--- config.mk ---
export PLATFORM = sky130hd
export DESIGN_NAME = hsv_to_rgb_converter_top
export DESIGN_NICKNAME = d
export VERILOG_FILES = /design/src/hw/rtl/hsv2rgb_pkg.sv /design/src/hw/rtl/hsv2rgb_hue_split.sv /design/src/hw/rtl/hsv_to_rgb_converter_top.sv
export VERILOG_INCLUDE_DIRS = /design/src /design/src/hw/rtl
export SDC_FILE = /design/constraint.sdc
export NUM_CORES = 1
export LEC_CHECK = 0
export BUFFER_PORTS_ARGS = -buffer_cell sky130_fd_sc_hd__buf_2
export CAP_MARGIN = 20
export CORE_MARGIN = 5
export CORE_UTILIZATION = 45
export DETAILED_ROUTE_END_ITERATION = 10
export PLACE_DENSITY = 0.72
export SLEW_MARGIN = 40
export SYNTH_ARGS = -nofsm -noshare
export SYNTH_HDL_FRONTEND = slang
export SYNTH_SLANG_ARGS = --single-unit
--- constraint.sdc ---
create_clock -name clk -period 7.4 [get_ports clk]
set_input_delay 1.48 -clock clk [delete_from_list [all_inputs] [get_ports clk]]
set_output_delay 1.48 -clock clk [all_outputs]
set_load 0.01 [all_outputs]
--- src/hw/rtl/hsv_to_rgb_converter_top_assert.svh ---
// ----------------------------------------------------------------------------
// Assertion macros for the HSV to RGB converter.
// Both macros expect signals named clk and arst_n in the enclosing module.
// ----------------------------------------------------------------------------
`ifndef HSV_TO_RGB_CONVERTER_TOP_ASSERT_SVH
`define HSV_TO_RGB_CONVERTER_TOP_ASSERT_SVH

// Consequent must hold in the same cycle as the antecedent.
`define HSV_ASSERT_NOW(name, ante, cons) \
	name: assert property (@(posedge clk) disable iff (!arst_n) (ante) |-> (cons)) \
		else $error("hsv2rgb: assertion failed");

// Consequent must hold in the cycle after the antecedent.
`define HSV_ASSERT_NEXT(name, ante, cons) \
	name: assert property (@(posedge clk) disable iff (!arst_n) (ante) |=> (cons)) \
		else $error("hsv2rgb: assertion failed");

`endif

--- src/hw/rtl/hsv2rgb_pkg.sv ---
// ----------------------------------------------------------------------------
// hsv2rgb_pkg
// Types and constants shared by the HSV to RGB converter.
// ----------------------------------------------------------------------------
`default_nettype none

package hsv2rgb_pkg;

	// Hue sectors of 60 degrees each, named by the colours they run between
	typedef logic [2:0] sector_t;
	localparam sector_t SEC_RED_YEL = 3'd0;
	localparam sector_t SEC_YEL_GRN = 3'd1;
	localparam sector_t SEC_GRN_CYN = 3'd2;
	localparam sector_t SEC_CYN_BLU = 3'd3;
	localparam sector_t SEC_BLU_MAG = 3'd4;
	localparam sector_t SEC_MAG_RED = 3'd5;

	// Unit-range level, 256 = 1.0
	typedef logic [8:0] level_t;
	localparam level_t LEVEL_ONE = 9'd256;

	// Hue units per sector (60 degrees in 1/16 degree)
	localparam logic [9:0] HUE_SECTOR = 10'd960;

	// Six full turns, added to make any 16-bit hue non-negative
	localparam logic signed [17:0] HUE_BIAS = 18'sd34560;

	// floor(t/15) = (t * RECIP_15) >> 16 for t below 4096
	localparam logic [12:0] RECIP_15 = 13'd4370;

	// floor(q/6) = (q * RECIP_6) >> 8 for q below 128
	localparam logic [5:0] RECIP_6 = 6'd43;

	// Position on the colour wheel: sector and offset inside it
	typedef struct packed {
		sector_t    sector;
		logic [9:0] f;
	} hue_pos_t;

endpackage

`default_nettype wire

--- src/hw/rtl/hsv2rgb_hue_split.sv ---
// ----------------------------------------------------------------------------
// hsv2rgb_hue_split
// Two-stage hue wrap: splits a signed hue into sector and offset (mod 5760).
// ----------------------------------------------------------------------------
`default_nettype none

module hsv2rgb_hue_split (
	input  wire                     clk,
	input  wire                     adv,
	input  wire logic signed [15:0] hue,
	output hsv2rgb_pkg::hue_pos_t   pos_s2
);
	import hsv2rgb_pkg::*;

	logic [16:0] u_c;
	logic [10:0] t_c;
	logic [23:0] qprod_c;
	logic [16:0] u_s1;
	logic [6:0]  q_s1;
	logic [16:0] q960_c;
	logic [16:0] f_c;
	logic [11:0] q6prod_c;
	logic [3:0]  q6_c;
	logic [6:0]  sec_c;

	// Stage 1: bias to non-negative, quotient by 960 via shift and reciprocal
	assign u_c     = 17'(18'($signed({{2{hue[15]}}, hue})) + HUE_BIAS);
	assign t_c     = u_c[16:6];
	assign qprod_c = 24'(t_c) * 24'(RECIP_15);

	always_ff @(posedge clk) begin
		if (adv) begin
			u_s1 <= u_c;
			q_s1 <= qprod_c[22:16];
		end
	end

	// Stage 2: remainder gives the offset, quotient mod 6 gives the sector
	assign q960_c   = {q_s1, 10'b0} - {4'b0, q_s1, 6'b0};
	assign f_c      = u_s1 - q960_c;
	assign q6prod_c = 12'(q_s1) * 12'(RECIP_6);
	assign q6_c     = q6prod_c[11:8];
	assign sec_c    = q_s1 - ({1'b0, q6_c, 2'b0} + {2'b0, q6_c, 1'b0});

	always_ff @(posedge clk) begin
		if (adv) begin
			pos_s2.f      <= f_c[9:0];
			pos_s2.sector <= sec_c[2:0];
		end
	end

endmodule

`default_nettype wire

--- src/hw/rtl/hsv_to_rgb_converter_top.sv ---
// ----------------------------------------------------------------------------
// hsv_to_rgb_converter_top: fixed-point HSV to 8-bit RGB colour converter.
// One beat per cycle while the output register is empty or its beat is taken.
// The whole pipeline advances together and freezes while the output is held.
// Reset (arst_n, async) clears all stage valid bits; data registers keep junk.
// ----------------------------------------------------------------------------
`default_nettype none

module hsv_to_rgb_converter_top (
	input  wire                     clk,
	input  wire                     arst_n,
	input  wire                     hsv_valid,
	output logic                    hsv_ready,
	input  wire logic signed [15:0] hue,
	input  wire logic signed [9:0]  saturation,
	input  wire logic signed [9:0]  brightness,
	output logic                    rgb_valid,
	input  wire                     rgb_ready,
	output logic [7:0]              red,
	output logic [7:0]              green,
	output logic [7:0]              blue
);
	import hsv2rgb_pkg::*;

`include "hsv_to_rgb_converter_top_assert.svh"

	// Pipeline control: one shared enable. Advance whenever the output
	// register is empty or its beat is being taken this cycle.
	logic adv;
	logic v_s1, v_s2, v_s3, v_s4;

	assign adv       = !rgb_valid || rgb_ready;
	assign hsv_ready = adv;

	always_ff @(posedge clk or negedge arst_n) begin
		if (!arst_n) begin
			v_s1      <= 1'b0;
			v_s2      <= 1'b0;
			v_s3      <= 1'b0;
			v_s4      <= 1'b0;
			rgb_valid <= 1'b0;
		end else if (adv) begin
			v_s1      <= hsv_valid;
			v_s2      <= v_s1;
			v_s3      <= v_s2;
			v_s4      <= v_s3;
			rgb_valid <= v_s4;
		end
	end

	// Hue path: stages 1 and 2 live in the hue splitter
	hue_pos_t pos_s2;

	hsv2rgb_hue_split u_hue (
		.clk    (clk),
		.adv    (adv),
		.hue    (hue),
		.pos_s2 (pos_s2)
	);

	// Stage 1: clamp saturation and brightness onto 0..256
	level_t s_c, v_c;
	level_t s_s1, v_s1_lvl;

	always_comb begin
		if (saturation[9])
			s_c = '0;
		else if (saturation > $signed({1'b0, LEVEL_ONE}))
			s_c = LEVEL_ONE;
		else
			s_c = saturation[8:0];

		if (brightness[9])
			v_c = '0;
		else if (brightness > $signed({1'b0, LEVEL_ONE}))
			v_c = LEVEL_ONE;
		else
			v_c = brightness[8:0];
	end

	always_ff @(posedge clk) begin
		if (adv) begin
			s_s1     <= s_c;
			v_s1_lvl <= v_c;
		end
	end

	// Stage 2: product v*s (at most 65536, so 17 bits)
	logic [16:0] vs_s2;
	level_t      v_s2_lvl;

	always_ff @(posedge clk) begin
		if (adv) begin
			vs_s2    <= 17'(v_s1_lvl) * 17'(s_s1);
			v_s2_lvl <= v_s1_lvl;
		end
	end

	// Stage 3: chroma, offset m, and the numerator of x.
	// Odd sectors run downhill, so mirror the offset there.
	level_t      c_c, m_c;
	logic [9:0]  fsel_c;
	logic [17:0] num_s3;
	level_t      c_s3, m_s3;
	sector_t     sec_s3;

	assign c_c    = vs_s2[16:8];
	assign m_c    = v_s2_lvl - c_c;
	assign fsel_c = pos_s2.sector[0] ? (HUE_SECTOR - pos_s2.f) : pos_s2.f;

	always_ff @(posedge clk) begin
		if (adv) begin
			num_s3 <= 18'(c_c) * 18'(fsel_c);
			c_s3   <= c_c;
			m_s3   <= m_c;
			sec_s3 <= pos_s2.sector;
		end
	end

	// Stage 4: x = floor(num / 960) as (num >> 6) / 15 by reciprocal
	logic [11:0] n2_c;
	logic [24:0] xprod_c;
	level_t      x_s4, c_s4, m_s4;
	sector_t     sec_s4;

	assign n2_c    = num_s3[17:6];
	assign xprod_c = 25'(n2_c) * 25'(RECIP_15);

	always_ff @(posedge clk) begin
		if (adv) begin
			x_s4   <= xprod_c[24:16];
			c_s4   <= c_s3;
			m_s4   <= m_s3;
			sec_s4 <= sec_s3;
		end
	end

	// Stage 5: place c, x and zero on the channels, add m, scale to 8 bits.
	// floor(l*255/256) for l in 0..256 is l-1, except that zero stays zero.
	level_t rp_c, gp_c, bp_c;
	level_t rl_c, gl_c, bl_c;

	always_comb begin
		case (sec_s4)
			SEC_RED_YEL: begin rp_c = c_s4; gp_c = x_s4; bp_c = '0;   end
			SEC_YEL_GRN: begin rp_c = x_s4; gp_c = c_s4; bp_c = '0;   end
			SEC_GRN_CYN: begin rp_c = '0;   gp_c = c_s4; bp_c = x_s4; end
			SEC_CYN_BLU: begin rp_c = '0;   gp_c = x_s4; bp_c = c_s4; end
			SEC_BLU_MAG: begin rp_c = x_s4; gp_c = '0;   bp_c = c_s4; end
			default:     begin rp_c = c_s4; gp_c = '0;   bp_c = x_s4; end
		endcase
	end

	assign rl_c = rp_c + m_s4;
	assign gl_c = gp_c + m_s4;
	assign bl_c = bp_c + m_s4;

	always_ff @(posedge clk) begin
		if (adv) begin
			red   <= 8'(rl_c - 9'(rl_c != '0));
			green <= 8'(gl_c - 9'(gl_c != '0));
			blue  <= 8'(bl_c - 9'(bl_c != '0));
		end
	end

	// Checks
	`HSV_ASSERT_NOW(a_sector_range, v_s2, pos_s2.sector <= SEC_MAG_RED)
	`HSV_ASSERT_NOW(a_offset_range, v_s2, pos_s2.f < HUE_SECTOR)
	`HSV_ASSERT_NOW(a_level_sum, v_s3, ({1'b0, c_s3} + {1'b0, m_s3}) <= {1'b0, LEVEL_ONE})
	`HSV_ASSERT_NOW(a_x_le_c, v_s4, x_s4 <= c_s4)
	`HSV_ASSERT_NEXT(a_freeze, !adv, $stable({v_s1, v_s2, v_s3, v_s4}))

endmodule

`default_nettype wire

==> flow_summary_export.csv <==
group,metric,value,unit
outcome,status,"finished with violations",
outcome,violations,"DRC",
logic_synthesis,synth_common_cells,"inv_1, ha_1, edfxtp_1",
sta,setup_viol,0,
sta,skew,0.0143,ns
logic_synthesis,syn_nets,1926,
cells_and_area,area_delta_synth_final,8.94,%
logic_synthesis,synthMostInstantiatedCell,"inv_1",
setup_path,cp_data_arrival_time,6.22,ns
floorplan,rows,68,
grt,grt_max_degree,68,
floorplan,dieArea,38600,µm²
cells_and_area,ff_latch_area,4720,µm²
sta,slew_violations,0,
place,place_congestion,0.900,
sta,min_period_over_period,81.5,%
clock_network,clock_path_buffers,2,
sta,rsz0062_at_grt,"no",
grt,grtUsageMet2,28.0,%
drt,drt_iter0_drc,565,
drt,drc,1,
sta,worstMarginPinSlew,0.775,ns
worst_hold_path,hp-class,"flop to flop",
setup_path,required,7.59,ns
grt,busiest_layer,"met2",
floorplan,die_h,196,µm
logic_synthesis,synth-main-ff-cell,"edfxtp_1",
place,dpl.hpwl,24.1,mm
grt,grt_pass1_vias,10900,
clock_network,root_buffer,"clkbuf_16",
clock_network,post_cts_buffers,0,
floorplan,initial_core_util,45.4,%
cells_and_area,drive_above_1_share,7.66,%
logic_synthesis,synth.area.top_cells,"edfxtp_1, ha_1, fa_1",
clock_network,cts_resized,0,
drt,final_antenna_net_count,0,
cells_and_area,multi_input_comb_area,9800,µm²
sta,post-route-min-period,6.03,ns
drt,drtPass1Iterations,8,
sta,setup_tns,0,ns
cells_and_area,antenna_cells,0,
cells_and_area,fin_nets,1983,
sta,fmax,0.166,GHz
logic_synthesis,synth.top_cell.area_share,29.4,%
clock_network,numCtsBuffers,17,
grt,grt_pass1_wl,51.6,mm
clock_network,cts.clk_slew.worst_paths,0.07,ns
grt,antenna_found_initial,1,
logic_synthesis,synth-warning-count,0,
floorplan,die_x,196,µm
grt,grt_overflow_total,0,
logic_synthesis,synth.largest_area_cell,"edfxtp_1",
logic_synthesis,ys_ff_latch,158,
logic_synthesis,synthDistinctLibCells,66,
drt,post_drt_wl_per_cell,14.7,µm
drt,num_vias,10500,
setup_path,end_kind,"flop",
floorplan,core,34500,µm²
logic_synthesis,avgSynthCellArea,10.3,µm²
clock_network,hold_buffers,0,
logic_synthesis,synthArstFlopShare,3.16,%
logic_synthesis,syn_inst,1522,
clock_network,cts_sinks,158,
place,portBuffers,65,
sta,hold_viol,0,
sta,maxSlewHeadroom,48.0,%
grt,gr-usage-met3,3.13,%
setup_path,cp_max_fo,9,
logic_synthesis,ys_seq_area_share,30.2,%
logic_synthesis,netlist_area,15600,µm²
grt,grt_usage,16.3,%
drt,vias_per_cell,5.11,
floorplan,ios,66,
drt,wl,30.0,mm
clock_network,cts.htree.levels,4,
setup_path,startpoint_type,"flop",
run,maxCapViolations,0,
setup_path,crit_type,"flop to flop",
clock_network,tritoncts,"done",
cells_and_area,utilization,49.4,%
grt,grt_use_met1,20.6,%
logic_synthesis,synth_edf_count,153,
clock_network,clock_latency,0.45,ns
cells_and_area,fill_cells,3089,
[worst paths after layout]
| check | start | to | slack [ns] | cells after the start |
|---|---|---|---|---|
| max in group asynchronous | arst_n | v_s1$_DFFE_PN0P_ | 6.43 | 1 |
| hold reg to reg | c_s3[6]$_DFFE_PP_ | c_s4[6]$_DFFE_PP_ | 0.42 | 0 |
| min in group asynchronous | arst_n | rgb_valid$_DFFE_PN0P_ | 0.84 | 1 |
| setup / recovery | u_hue.pos_s2[0]$_DFFE_PP_ | num_s3[17]$_DFFE_PP_ | 1.37 | 19 |
| setup reg to reg | u_hue.pos_s2[0]$_DFFE_PP_ | num_s3[17]$_DFFE_PP_ | 1.37 | 19 |
| hold / removal | c_s3[6]$_DFFE_PP_ | c_s4[6]$_DFFE_PP_ | 0.42 | 0 |
[sequential cells by signal, summed over array words and instances (netlist names), 7 cells and up]
signal,flops
green,8
u_hue.pos_s2,13
vs_s2,9
v_s1_lvl,9
x_s4,9
v_s2_lvl,9
red,8
m_s3,9
c_s4,9
blue,8
s_s1,9
num_s3,12
c_s3,9
u_hue.u_s1,10
m_s4,9
u_hue.q_s1,7
[per-layer routing]
metal	routed length [µm]	up-vias
li1	-	5176
met1	13000	4999
met2	14900	232
met3	1320	51
met4	770	2
met5	7	-
[kinds of logic (layout without fill, tap and decap cells)]
group	Yosys count	in the layout	share of synthesized area, %
AND/OR/NAND/NOR	387	387	11.9
adder cells (fa/ha/maj)	364	364	35.4
AO/OA/AOI/OAI	194	194	8.44
flip-flops	158	158	30.2
XOR/XNOR	108	108	6.05
buffers and inverters	298	368	7.18
multiplexers	13	13	0.872
[through the flow]
stage	area [µm²]	hold slack [ns]	setup slack, ns	std cells
floorplan	15600	0.400	1.89	1522
global placement	16400	0.405	1.49	2014
detailed placement	16400	0.405	1.31	2014
CTS	17000	0.420	1.30	2046
global route	17000	0.422	0.855	2047
finish	17000	0.418	1.37	2047
[layout by cell type, fill, tap and decap left out, types with 13 or more instances in the layout]
cell type and count:
edfxtp_1 153, a21oi_1 49, and2_1 72, o21ai_0 28, xor2_1 41, nand2_1 148
clkbuf_16 17, fa_1 130, ha_1 234, a22o_1 20, buf_2 65, nand3_1 13
xnor2_1 67, a21o_1 21, nor2_1 77, o21a_1 14, inv_1 266, nor2b_1 19
[area by class of cell]
type | count | area share, %
Clock buffer | 18 | 2.52
Inverter | 267 | 5.88
Sequential cell | 158 | 27.7
Tap cell | 455 | 3.34
Multi-Input combinational cell | 1066 | 57.5
Timing Repair Buffer | 69 | 2.15
Clock inverter | 14 | 0.845
[critical path, cell delays in order (launching register included)]
cell      delay (ns)
edfxtp_1        0.48
or3_1           0.45
nor4_2          0.20
o21ai_1         0.11
xnor2_1         0.56
and2_1          0.25
fa_1            0.45
fa_1            0.47
fa_1            0.55
inv_1           0.05
fa_1            0.54
inv_1           0.05
ha_1            0.35
a21o_1          0.19
a21o_1          0.17
a21o_1          0.18
o21ai_1         0.20
o21ai_1         0.11
o41ai_1         0.31
xnor2_1         0.12
Power is left out: the tool's default activity adds up to more than one toggle a clock period on the data nets, which glitch-free logic cannot reach.
